`config.mk`:
```
export PLATFORM = sky130hd
export DESIGN_NAME = dtc_status_byte_manager
export DESIGN_NICKNAME = d
export VERILOG_FILES = /design/src/sv/dtc_sbm_pkg.sv /design/src/sv/dtc_sbm_ram.sv /design/src/sv/dtc_sbm_ctrl.sv /design/src/sv/dtc_sbm_dp.sv /design/src/sv/dtc_status_byte_manager.sv
export SDC_FILE = /design/constraint.sdc
export NUM_CORES = 2
export LEC_CHECK = 0
export BUFFER_PORTS_ARGS = -buffer_cell sky130_fd_sc_hd__buf_4
export CORE_ASPECT_RATIO = 1.25
export CORE_MARGIN = 8
export CORE_UTILIZATION = 60
export DETAILED_ROUTE_END_ITERATION = 8
export GPL_ROUTABILITY_DRIVEN = 0
export HOLD_SLACK_MARGIN = 0.06
export PLACE_DENSITY = 0.81
export SLEW_MARGIN = 10
export SYNTH_ARGS = -nofsm -noshare
export SYNTH_HDL_FRONTEND = slang
export SYNTH_SLANG_ARGS = --single-unit
```
`constraint.sdc`:
```
create_clock -name clk -period 7.5 [get_ports clk]
set_input_delay 2.25 -clock clk [delete_from_list [all_inputs] [get_ports clk]]
set_output_delay 2.25 -clock clk [all_outputs]
set_load 0.03 [all_outputs]
```
`src/sv/dtc_sbm_pkg.sv`:
```
// ----------------------------------------------------------------------------
// DTC status byte manager package
// Shared types, command codes, status bit masks and stream layout constants.
// ----------------------------------------------------------------------------
package dtc_sbm_pkg;

    // Stream and configuration port widths
    localparam int S_DATA_W = 32;
    localparam int S_USER_W = 4;
    localparam int M_DATA_W = 16;
    localparam int CFG_IDX_W = 2;
    localparam int CFG_DATA_W = 8;

    // Number of enable conditions that are checked against the required mask
    localparam int COND_COUNT = 8;
    localparam logic [7:0] COND_LIMIT = 8'((9'd1 << COND_COUNT) - 9'd1);

    // Command codes carried in the input tuser
    localparam logic [3:0] FN_REPORT      = 4'd0;
    localparam logic [3:0] FN_CYCLE_END   = 4'd1;
    localparam logic [3:0] FN_RESET_STAT  = 4'd2;
    localparam logic [3:0] FN_RESET_MON   = 4'd3;
    localparam logic [3:0] FN_SET_AVAIL   = 4'd4;
    localparam logic [3:0] FN_SET_WIR     = 4'd5;
    localparam logic [3:0] FN_SET_COND    = 4'd6;
    localparam logic [3:0] FN_LOAD_MASK   = 4'd7;
    localparam logic [3:0] FN_SET_COUNTER = 4'd8;

    // Qualified report results
    localparam logic [1:0] QUAL_PASSED = 2'd0;
    localparam logic [1:0] QUAL_FAILED = 2'd1;

    // Configuration register indexes
    localparam logic [CFG_IDX_W-1:0] CFG_CONFIRM_THR = 2'd0;
    localparam logic [CFG_IDX_W-1:0] CFG_HEALING_THR = 2'd1;
    localparam logic [CFG_IDX_W-1:0] CFG_WIR_HEAL_EN = 2'd2;

    // Status byte bits
    localparam logic [7:0] ST_TF     = 8'h01;
    localparam logic [7:0] ST_TFTOC  = 8'h02;
    localparam logic [7:0] ST_PDTC   = 8'h04;
    localparam logic [7:0] ST_CDTC   = 8'h08;
    localparam logic [7:0] ST_TNCLC  = 8'h10;
    localparam logic [7:0] ST_TFSLC  = 8'h20;
    localparam logic [7:0] ST_TNCTOC = 8'h40;
    localparam logic [7:0] ST_WIR    = 8'h80;

    // Monitor bits
    localparam logic [1:0] MON_TF  = 2'b01;
    localparam logic [1:0] MON_TNC = 2'b10;

    // Table read address sources
    localparam logic [1:0] RD_SRC_PORT  = 2'd0;
    localparam logic [1:0] RD_SRC_SWEEP = 2'd1;
    localparam logic [1:0] RD_SRC_ITEM  = 2'd2;

    // One table entry per event
    typedef struct packed {
        logic       avail;
        logic [7:0] mask;
        logic [7:0] heal;
        logic [7:0] conf;
        logic [1:0] mon;
        logic [7:0] status;
    } entry_t;

    localparam entry_t RESET_ENTRY = '{
        avail:  1'b1,
        mask:   8'h00,
        heal:   8'h00,
        conf:   8'h00,
        mon:    MON_TNC,
        status: 8'h50
    };

    // Controller to datapath commands
    typedef struct packed {
        logic       latch;
        logic       rd_en;
        logic [1:0] rd_src;
        logic       sweep_clr;
        logic       sweep_inc;
        logic       sweep_wr;
        logic       exec;
    } dp_cmd_t;

    // Datapath to controller status
    typedef struct packed {
        logic sweep_last;
        logic out_free;
    } dp_stat_t;

endpackage

```
`src/sv/dtc_sbm_ram.sv`:
```
// ----------------------------------------------------------------------------
// Generic RAM
// One write port and one read port with registered read data.
// ----------------------------------------------------------------------------
module dtc_sbm_ram #(
    parameter int WIDTH  = 8,
    parameter int DEPTH  = 32,
    parameter int ADDR_W = 5
) (
    input  logic              clk,
    input  logic              we,
    input  logic [ADDR_W-1:0] waddr,
    input  logic [WIDTH-1:0]  wdata,
    input  logic              re,
    input  logic [ADDR_W-1:0] raddr,
    output logic [WIDTH-1:0]  rdata
);

    logic [WIDTH-1:0] mem_reg [DEPTH];
    logic [WIDTH-1:0] rdata_reg;

    // Write port
    always_ff @(posedge clk)
    begin
        if (we)
        begin
            mem_reg[waddr] <= wdata;
        end
    end

    // Registered read port
    always_ff @(posedge clk)
    begin
        if (re)
        begin
            rdata_reg <= mem_reg[raddr];
        end
    end

    assign rdata = rdata_reg;

endmodule

```
`src/sv/dtc_sbm_ctrl.sv`:
```
// ----------------------------------------------------------------------------
// DTC status byte manager controller
// Sequences item intake, the operation-cycle sweep and the table update.
// ----------------------------------------------------------------------------
module dtc_sbm_ctrl (
    input  logic                                clk,
    input  logic                                rst_n,
    input  logic                                s_tvalid,
    output logic                                s_tready,
    input  logic [dtc_sbm_pkg::S_USER_W-1:0]    s_tuser,
    input  dtc_sbm_pkg::dp_stat_t               stat,
    output dtc_sbm_pkg::dp_cmd_t                cmd
);

    import dtc_sbm_pkg::*;

    localparam logic [2:0] ST_IDLE  = 3'd0;
    localparam logic [2:0] ST_SW_RD = 3'd1;
    localparam logic [2:0] ST_SW_WR = 3'd2;
    localparam logic [2:0] ST_RD    = 3'd3;
    localparam logic [2:0] ST_EXEC  = 3'd4;

    logic [2:0] state_reg;
    logic [2:0] state_next;
    logic       accept;

    assign s_tready = (state_reg == ST_IDLE);
    assign accept   = s_tvalid && s_tready;

    // Next state and command decode
    always_comb
    begin
        state_next    = state_reg;
        cmd           = '0;
        cmd.rd_src    = RD_SRC_PORT;
        case (state_reg)
            ST_IDLE:
            begin
                if (accept)
                begin
                    cmd.latch     = 1'b1;
                    cmd.rd_en     = 1'b1;
                    cmd.sweep_clr = 1'b1;
                    if (s_tuser == FN_CYCLE_END)
                    begin
                        state_next = ST_SW_RD;
                    end
                    else
                    begin
                        state_next = ST_EXEC;
                    end
                end
            end
            ST_SW_RD:
            begin
                cmd.rd_en  = 1'b1;
                cmd.rd_src = RD_SRC_SWEEP;
                state_next = ST_SW_WR;
            end
            ST_SW_WR:
            begin
                cmd.sweep_wr = 1'b1;
                if (stat.sweep_last)
                begin
                    state_next = ST_RD;
                end
                else
                begin
                    cmd.sweep_inc = 1'b1;
                    state_next    = ST_SW_RD;
                end
            end
            ST_RD:
            begin
                cmd.rd_en  = 1'b1;
                cmd.rd_src = RD_SRC_ITEM;
                state_next = ST_EXEC;
            end
            ST_EXEC:
            begin
                if (stat.out_free)
                begin
                    cmd.exec   = 1'b1;
                    state_next = ST_IDLE;
                end
            end
            default:
            begin
                state_next = ST_IDLE;
            end
        endcase
    end

    // State register
    always_ff @(posedge clk or negedge rst_n)
    begin
        if (!rst_n)
        begin
            state_reg <= ST_IDLE;
        end
        else
        begin
            state_reg <= state_next;
        end
    end

endmodule

```
`src/sv/dtc_sbm_dp.sv`:
```
// ----------------------------------------------------------------------------
// DTC status byte manager datapath
// Holds the event table, configuration, conditions and the output register.
// ----------------------------------------------------------------------------
module dtc_sbm_dp #(
    parameter int NUM_EVENTS = 32,
    parameter int ADDR_W     = 5
) (
    input  logic                                clk,
    input  logic                                rst_n,
    input  logic                                cfg_we,
    input  logic [dtc_sbm_pkg::CFG_IDX_W-1:0]   cfg_index,
    input  logic [dtc_sbm_pkg::CFG_DATA_W-1:0]  cfg_data,
    input  logic [dtc_sbm_pkg::S_DATA_W-1:0]    s_tdata,
    input  logic [dtc_sbm_pkg::S_USER_W-1:0]    s_tuser,
    output logic                                m_tvalid,
    input  logic                                m_tready,
    output logic [dtc_sbm_pkg::M_DATA_W-1:0]    m_tdata,
    output logic                                m_tuser,
    input  dtc_sbm_pkg::dp_cmd_t                cmd,
    output dtc_sbm_pkg::dp_stat_t               stat
);

    import dtc_sbm_pkg::*;

    localparam int ENTRY_W = $bits(entry_t);

    // Latched item
    logic [3:0]        func_reg;
    logic [7:0]        id_reg;
    logic [1:0]        qual_reg;
    logic              flag_reg;
    logic [2:0]        cidx_reg;
    logic [7:0]        cmask_reg;
    logic [7:0]        cval_reg;

    // Configuration and global conditions
    logic [7:0]        cthr_reg;
    logic [7:0]        hthr_reg;
    logic              heal_en_reg;
    logic [7:0]        cond_met_reg;
    logic [7:0]        cond_met_next;

    // Table control
    logic [NUM_EVENTS-1:0] vbits_reg;
    logic              ent_valid_reg;
    logic [ADDR_W-1:0] sweep_idx_reg;
    logic [ADDR_W-1:0] port_idx;
    logic [ADDR_W-1:0] item_idx;
    logic [ADDR_W-1:0] raddr;
    logic [ADDR_W-1:0] waddr;
    logic              we;
    logic [ENTRY_W-1:0] wdata;
    logic [ENTRY_W-1:0] rdata;
    logic              port_valid;
    logic              item_valid;

    // Execution results
    entry_t            ent;
    entry_t            ent_new;
    entry_t            ent_sweep;
    logic              ok;
    logic              store;
    logic              ent_wr;
    logic              conds_ok;
    logic [7:0]        conf_upd;
    logic [7:0]        heal_upd;

    // Output register
    logic              m_tvalid_reg;
    logic              ok_reg;
    logic [7:0]        out_status_reg;
    logic [1:0]        out_mon_reg;
    logic              out_store_reg;

    // Event index from the one-based id
    assign port_valid = (s_tdata[7:0] != 8'd0) && (s_tdata[7:0] <= 8'(NUM_EVENTS));
    assign item_valid = (id_reg != 8'd0) && (id_reg <= 8'(NUM_EVENTS));
    assign port_idx   = port_valid ? ADDR_W'(s_tdata[7:0] - 8'd1) : '0;
    assign item_idx   = item_valid ? ADDR_W'(id_reg - 8'd1) : '0;

    // Read address selection
    always_comb
    begin
        case (cmd.rd_src)
            RD_SRC_PORT:  raddr = port_idx;
            RD_SRC_SWEEP: raddr = sweep_idx_reg;
            RD_SRC_ITEM:  raddr = item_idx;
            default:      raddr = item_idx;
        endcase
    end

    // Entries never written read as their reset value
    assign ent = ent_valid_reg ? entry_t'(rdata) : RESET_ENTRY;

    // Operation-cycle end update of one entry
    always_comb
    begin
        ent_sweep        = ent;
        ent_sweep.status = (ent.status & ~ST_TFTOC) | ST_TNCTOC;
    end

    assign conds_ok = ((ent.mask & COND_LIMIT & ~cond_met_reg) == 8'd0);
    assign conf_upd = (ent.conf < cthr_reg) ? ent.conf + 8'd1 : ent.conf;
    assign heal_upd = (ent.heal < hthr_reg) ? ent.heal + 8'd1 : ent.heal;

    // Command execution on the addressed entry
    always_comb
    begin
        ent_new       = ent;
        ok            = 1'b0;
        store         = 1'b0;
        ent_wr        = 1'b0;
        cond_met_next = cond_met_reg;
        case (func_reg)
            FN_REPORT:
            begin
                if (item_valid && ent.avail && conds_ok)
                begin
                    ok     = 1'b1;
                    ent_wr = 1'b1;
                    if (qual_reg == QUAL_FAILED)
                    begin
                        ent_new.status = (ent.status | ST_TF | ST_TFTOC | ST_TFSLC)
                                         & ~(ST_TNCTOC | ST_TNCLC);
                        ent_new.mon    = MON_TF;
                        ent_new.conf   = conf_upd;
                        ent_new.heal   = 8'd0;
                        if (conf_upd >= cthr_reg)
                        begin
                            ent_new.status = ent_new.status | ST_PDTC | ST_CDTC;
                        end
                        store = ((ent_new.status & ST_CDTC) != 8'd0);
                    end
                    else if (qual_reg == QUAL_PASSED)
                    begin
                        ent_new.status = ent.status & ~(ST_TF | ST_TNCTOC);
                        ent_new.mon    = 2'b00;
                        ent_new.conf   = 8'd0;
                        if (heal_en_reg)
                        begin
                            ent_new.heal = heal_upd;
                            if (heal_upd >= hthr_reg)
                            begin
                                ent_new.status = ent_new.status & ~ST_WIR;
                            end
                        end
                    end
                end
            end
            FN_CYCLE_END:
            begin
                // The sweep has already updated the table
                ok = 1'b1;
            end
            FN_RESET_STAT:
            begin
                if (item_valid)
                begin
                    ok             = 1'b1;
                    ent_wr         = 1'b1;
                    ent_new.status = ent.status & ~ST_TF;
                end
            end
            FN_RESET_MON:
            begin
                if (item_valid)
                begin
                    ok          = 1'b1;
                    ent_wr      = 1'b1;
                    ent_new.mon = MON_TNC;
                end
            end
            FN_SET_AVAIL:
            begin
                if (item_valid)
                begin
                    ok            = 1'b1;
                    ent_wr        = 1'b1;
                    ent_new.avail = flag_reg;
                end
            end
            FN_SET_WIR:
            begin
                if (item_valid)
                begin
                    ok     = 1'b1;
                    ent_wr = 1'b1;
                    if (flag_reg)
                    begin
                        ent_new.status = ent.status | ST_WIR;
                    end
                    else
                    begin
                        ent_new.status = ent.status & ~ST_WIR;
                    end
                end
            end
            FN_SET_COND:
            begin
                if ({1'b0, cidx_reg} < 4'(COND_COUNT))
                begin
                    ok                      = 1'b1;
                    cond_met_next[cidx_reg] = flag_reg;
                end
            end
            FN_LOAD_MASK:
            begin
                if (item_valid)
                begin
                    ok           = 1'b1;
                    ent_wr       = 1'b1;
                    ent_new.mask = cmask_reg;
                end
            end
            FN_SET_COUNTER:
            begin
                if (item_valid)
                begin
                    ok           = 1'b1;
                    ent_wr       = 1'b1;
                    ent_new.conf = cval_reg;
                end
            end
            default:
            begin
                ok = 1'b0;
            end
        endcase
    end

    // Table write port selection
    assign we    = cmd.sweep_wr || (cmd.exec && ent_wr);
    assign waddr = cmd.sweep_wr ? sweep_idx_reg : item_idx;
    assign wdata = cmd.sweep_wr ? ENTRY_W'(ent_sweep) : ENTRY_W'(ent_new);

    dtc_sbm_ram #(
        .WIDTH  (ENTRY_W),
        .DEPTH  (NUM_EVENTS),
        .ADDR_W (ADDR_W)
    ) u_table (
        .clk   (clk),
        .we    (we),
        .waddr (waddr),
        .wdata (wdata),
        .re    (cmd.rd_en),
        .raddr (raddr),
        .rdata (rdata)
    );

    // Written-entry flags and the read-side copy of the flag
    always_ff @(posedge clk or negedge rst_n)
    begin
        if (!rst_n)
        begin
            vbits_reg     <= '0;
            ent_valid_reg <= 1'b0;
        end
        else
        begin
            if (we)
            begin
                vbits_reg[waddr] <= 1'b1;
            end
            if (cmd.rd_en)
            begin
                ent_valid_reg <= vbits_reg[raddr];
            end
        end
    end

    // Sweep index
    always_ff @(posedge clk or negedge rst_n)
    begin
        if (!rst_n)
        begin
            sweep_idx_reg <= '0;
        end
        else if (cmd.sweep_clr)
        begin
            sweep_idx_reg <= '0;
        end
        else if (cmd.sweep_inc)
        begin
            sweep_idx_reg <= sweep_idx_reg + ADDR_W'(1);
        end
    end

    assign stat.sweep_last = (sweep_idx_reg == ADDR_W'(NUM_EVENTS - 1));
    assign stat.out_free   = !m_tvalid_reg || m_tready;

    // Item capture
    always_ff @(posedge clk)
    begin
        if (cmd.latch)
        begin
            func_reg  <= s_tuser;
            id_reg    <= s_tdata[7:0];
            qual_reg  <= s_tdata[9:8];
            flag_reg  <= s_tdata[10];
            cidx_reg  <= s_tdata[13:11];
            cmask_reg <= s_tdata[21:14];
            cval_reg  <= s_tdata[29:22];
        end
    end

    // Configuration registers and enable conditions
    always_ff @(posedge clk or negedge rst_n)
    begin
        if (!rst_n)
        begin
            cthr_reg     <= 8'd1;
            hthr_reg     <= 8'd1;
            heal_en_reg  <= 1'b1;
            cond_met_reg <= 8'hFF;
        end
        else
        begin
            if (cfg_we)
            begin
                case (cfg_index)
                    CFG_CONFIRM_THR: cthr_reg    <= cfg_data;
                    CFG_HEALING_THR: hthr_reg    <= cfg_data;
                    CFG_WIR_HEAL_EN: heal_en_reg <= cfg_data[0];
                    default:         cthr_reg    <= cthr_reg;
                endcase
            end
            if (cmd.exec)
            begin
                cond_met_reg <= cond_met_next;
            end
        end
    end

    // Output valid
    always_ff @(posedge clk or negedge rst_n)
    begin
        if (!rst_n)
        begin
            m_tvalid_reg <= 1'b0;
        end
        else if (cmd.exec)
        begin
            m_tvalid_reg <= 1'b1;
        end
        else if (m_tready)
        begin
            m_tvalid_reg <= 1'b0;
        end
    end

    // Output payload
    always_ff @(posedge clk)
    begin
        if (cmd.exec)
        begin
            ok_reg         <= ok;
            out_status_reg <= item_valid ? ent_new.status : 8'd0;
            out_mon_reg    <= item_valid ? ent_new.mon : 2'b00;
            out_store_reg  <= store;
        end
    end

    assign m_tvalid = m_tvalid_reg;
    assign m_tuser  = ok_reg;
    assign m_tdata  = {5'd0, out_store_reg, out_mon_reg, out_status_reg};

endmodule

```
`src/sv/dtc_status_byte_manager.sv`:
```
// ----------------------------------------------------------------------------
// DTC status byte manager
// Per-event diagnostic status table with report handling and cycle-end sweep.
// ----------------------------------------------------------------------------
//  Channel   Direction  Transfer condition      Contents
//  cfg       in         cfg_we high             register cfg_index <= cfg_data
//  s_*       in         s_tvalid and s_tready   one command
//  m_*       out        m_tvalid and m_tready   one result per command
//
// A command reads the table at the transfer and updates it in ST_EXEC, when
// the result is loaded into the output register.
// Operation-cycle end walks the table, reading each event in ST_SW_RD and
// writing it back in ST_SW_WR, then rereads the addressed entry in ST_RD.
// After reset every event reads as its reset entry; no clearing pass is run.
// A stalled output holds the update until the output register is free.
// ----------------------------------------------------------------------------
module dtc_status_byte_manager #(
    parameter int NUM_EVENTS = 32
) (
    input  logic                                clk,
    input  logic                                rst_n,
    // Configuration write port
    input  logic                                cfg_we,
    input  logic [dtc_sbm_pkg::CFG_IDX_W-1:0]   cfg_index,
    input  logic [dtc_sbm_pkg::CFG_DATA_W-1:0]  cfg_data,
    // Command stream
    input  logic                                s_tvalid,
    output logic                                s_tready,
    // event_id[7:0], qual[9:8], flag_value[10], cond_index[13:11],
    // cond_mask[21:14], counter_value[29:22], zero fill
    input  logic [dtc_sbm_pkg::S_DATA_W-1:0]    s_tdata,
    // func[3:0]
    input  logic [dtc_sbm_pkg::S_USER_W-1:0]    s_tuser,
    // Result stream
    output logic                                m_tvalid,
    input  logic                                m_tready,
    // status_byte[7:0], monitor_bits[9:8], store_request[10], zero fill
    output logic [dtc_sbm_pkg::M_DATA_W-1:0]    m_tdata,
    // ok[0]
    output logic                                m_tuser
);

    import dtc_sbm_pkg::*;

    localparam int ADDR_W = (NUM_EVENTS > 1) ? $clog2(NUM_EVENTS) : 1;

    dp_cmd_t  cmd;
    dp_stat_t stat;

    dtc_sbm_ctrl u_ctrl (
        .clk      (clk),
        .rst_n    (rst_n),
        .s_tvalid (s_tvalid),
        .s_tready (s_tready),
        .s_tuser  (s_tuser),
        .stat     (stat),
        .cmd      (cmd)
    );

    dtc_sbm_dp #(
        .NUM_EVENTS (NUM_EVENTS),
        .ADDR_W     (ADDR_W)
    ) u_dp (
        .clk       (clk),
        .rst_n     (rst_n),
        .cfg_we    (cfg_we),
        .cfg_index (cfg_index),
        .cfg_data  (cfg_data),
        .s_tdata   (s_tdata),
        .s_tuser   (s_tuser),
        .m_tvalid  (m_tvalid),
        .m_tready  (m_tready),
        .m_tdata   (m_tdata),
        .m_tuser   (m_tuser),
        .cmd       (cmd),
        .stat      (stat)
    );

endmodule
```
==> results by group <==
Outcome
  – Outcome: finished, final reports clean

STA
  – Slew Viols, Final: 0
  – WHS: 0.479 ns
  – Part of the cycle the worst path needs: 86.7%
  – Clock skew: 0.0318 ns
  – Minimum clock period: 6.50 ns
  – Setup TNS Final: 0 ns
  – Max Fclk: 154 MHz
  – Worst-margin pin slew: 1.31 ns
  – RSZ-0062 raised after global routing: no
  – Fin. Hold Viols: 0
  – Slew headroom: 12.9%
  – Final setup viols: 0

Synth
  – Top-count cell post-synth: edfxtp_1
  – Top_reg_cell synth: edfxtp_1
  – Synthesis-stage register bit count: 1268
  – Async SR Flop Fraction: 5.28%
  – Mapped cell area: 52000 um2
  – Syn avg cell area: 13.5 um2
  – Top cells by area, synth: edfxtp_1 69%, nand2_1 6.9%, nand3_1 3.7%, mux2i_1 3.1%, dfrtp_1 2.7%
  – Share of the synthesized area in the top cell type: 69.4%
  – Dominant cell type by area after synthesis: edfxtp_1
  – Yosys warns: 0
  – Synth Instances: 3857
  – EDFF count, synth: 1201
  – Register area share after synthesis: 72.7%
  – Distinct cells, synth: 81
  – Post-synth top cells: 1201 x edfxtp_1, 954 x nand2_1, 386 x nand3_1

Layout
  – Design area: 57900 um2
  – Multi-input gate area: 13500 um2
  – Max reg flops: 1120
  – Layout cells sized above 1: 11.9%
  – Nets: 4009
  – Util after Layout: 67.5%
  – FF+latch area: 37800 um2
  – Layout fillers: 5422
  – Layout area overhead: 11.4%

Floorplan
  – DIE HEIGHT: 345 um
  – Die Wd: 279 um
  – Core Area: 85700 um2
  – IO Count: 70
  – Initial Util: 60.6%
  – Row count: 120
  – Die area: 96300 um2

Drt
  – DR WL/cell: 24.7 um
  – Vias: 33000
  – DRT iter0 DRCs: 3877
  – Remaining antenna violation count: 0
  – Post-Route WL: 128 mm
  – Drt first pass iters: 7
  – DR DRC count: 0
  – Drt via density: 6.37

Setup path
  – CP Max Fanout: 32
  – Reg-to-reg endpoint: u_dp.u_table.mem_reg[1][7]
  – Largest stage delay, worst path: 0.98 ns
  – Setup crit end kind: flip-flop
  – CP max stage cell: o21ai_2
  – CP startpoint kind: flip-flop
  – Most common cell on crit path: a21o_1
  – Reg-to-Reg Start: u_dp.ent_valid_reg
  – WS Path Type: flip-flop to flip-flop
  – Reg2Reg Setup Slack: 1.00 ns
  – CP cell instances: nand2_1 > inv_1 > ha_1 > a21oi_1 > a21boi_0 > a21o_1 > a221oi_1 > nor2_1 > xnor2_1 > ha_1 > nand2b_1 > a21o_1 > a21o_1 > a21o_1 > a21o_1 > a2111oi_0 > o22ai_1 > o21ai_2
  – CP arrival: 6.80 ns
  – CP required: 7.80 ns
  – Critical path launch point: u_dp.ent_valid_reg
  – Reg2Reg Depth: 18
  – Worst Setup EP: u_dp.u_table.mem_reg[1][7]

Power and ir drop
  – LEAKAGE: 19.9 nW
  – Psw: 3.97 mW
  – Sequential power share: 53.7%
  – Maximum vdd drop: 0.000218 V
  – Clk network pwr share: 34.4%
  – Cell Int Power: 12.1 mW
  – Pwr Density: 278 nW/um2
  – Comb power frac: 11.8%
  – Switching portion of total power: 24.7%

Clock tree
  – CTS Sinks: 1268
  – Post-CTS Resized: 0
  – Clk slew on worst S/H paths: 0.06 ns
  – Cts hold-fix bufs: 0
  – Max Buffers Root-to-Sink: 3
  – Clk root buf: clkbuf_16
  – CTS buffer count: 109
  – CTS H-tree lvls: 3
  – Setup Buffers After CTS: 0
  – Clock Latency Late Sink: 0.69 ns
  – CTS tree: done

GRT
  – Initial antenna violation count: 1
  – First-pass GRT wire length: 191 mm
  – Vias in the first global route: 32600
  – Largest net degree at the start of global routing: 140
  – Total global-route track usage: 25.9%
  – Global route total overflow: 0

Place
  – Placed inst area: 54300 um2
  – I/O Buffers: 62
  – DPL Wire Length: 73.2 mm

Hold path
  – Hold Path Class: flip-flop to flip-flop

Flow run
  – Max Cap Violations: 0
==> cell families (layout without fill, tap and decap cells) <==
family,after synthesis,after routing,share of synthesized area [%]
other,1,6,0.00722
multiplexers,176,176,3.46
flip-flops,1268,1268,72.7
AO/OA/AOI/OAI,451,451,6.34
XOR/XNOR,19,19,0.320
adder cells (fa/ha/maj),35,35,0.843
AND/OR/NAND/NOR,1635,1635,13.9
buffers and inverters,272,429,2.43
==> how the worst min path moves through the flow <==
stage	start	to	slack, ns	depth (start not counted)
finish	u_dp.vbits_reg[14]	u_dp.vbits_reg[14]	0.48	1
global placement	u_dp.vbits_reg[29]	u_dp.vbits_reg[29]	0.46	1
global route	u_dp.vbits_reg[27]	u_dp.vbits_reg[27]	0.48	1
floorplan	u_dp.vbits_reg[14]	u_dp.vbits_reg[14]	0.44	1
detailed placement	u_dp.vbits_reg[25]	u_dp.vbits_reg[25]	0.46	1
CTS	u_dp.vbits_reg[14]	u_dp.vbits_reg[14]	0.48	1
==> area by class of cell <==
type,instances,area share (%)
Sequential cell,1268,65.2
Antenna cell,1,0.00432
Clock inverter,71,1.11
Inverter,45,0.292
Timing Repair Buffer,178,2.52
Tap cell,1159,2.51
Clock buffer,135,4.96
Multi-Input combinational cell,2321,23.4
==> cells in the final DEF, fill, tap and decap left out, drive strengths merged, types with 6 or more instances in the layout <==
| cell | n |
|---|---|
| nand4 | 40 |
| clkinv | 55 |
| a31oi | 38 |
| dfstp | 11 |
| nand3 | 387 |
| and3 | 40 |
| nand2b | 7 |
| bufinv | 11 |
| nor2b | 11 |
| nor3b | 6 |
| a22o | 71 |
| a311oi | 36 |
| or4 | 38 |
| a211oi | 41 |
| xnor2 | 15 |
| dfrtp | 56 |
| o21bai | 32 |
| a21oi | 103 |
| buf | 178 |
| o211ai | 10 |
| mux2 | 14 |
| a21o | 9 |
| nor2 | 86 |
| o21ai | 54 |
| nor3 | 31 |
| nand3b | 6 |
| mux2i | 161 |
| edfxtp | 1201 |
| and2 | 6 |
| inv | 45 |
| clkbuf | 135 |
| ha | 35 |
| o22ai | 7 |
| nand2 | 954 |
| nor4 | 6 |
==> per-layer routing <==
metal,global-route usage (%),wire [um],vias up
met2,44.3,64300,2047
li1,-,-,14400
met5,0,0,-
met3,4.42,13000,389
met1,31.8,45000,16100
met4,12.4,5520,0
==> power by group through the flow <==
stage	clock network, mW	logic (mW)	registers (mW)
after floorplan	0	1.13	8.78
after global placement	0	1.76	8.79
after detailed placement	0	1.83	8.80
after CTS	5.57	1.84	8.65
after global routing	5.83	2.06	8.66
final	5.55	1.91	8.65
==> critical path: cells and delay by family (launching register included) <==
family,cells,cell delay [ns]
buffers and inverters,1,0.19
XOR/XNOR,1,0.23
AO/OA/AOI/OAI,11,3.69
flip-flops,1,0.87
AND/OR/NAND/NOR,3,0.63
adder cells (fa/ha/maj),2,0.50
==> stage by stage <==
step	total power, mW	worst slack [ns]	cells
floorplan	9.92	1.49	3861
finish	16.1	1.00	5178
detailed placement	10.6	1.11	4970
global placement	10.5	1.17	4970
CTS	16.1	1.21	5176
global route	16.5	0.646	5177
Power figures use the tool's default switching activity.
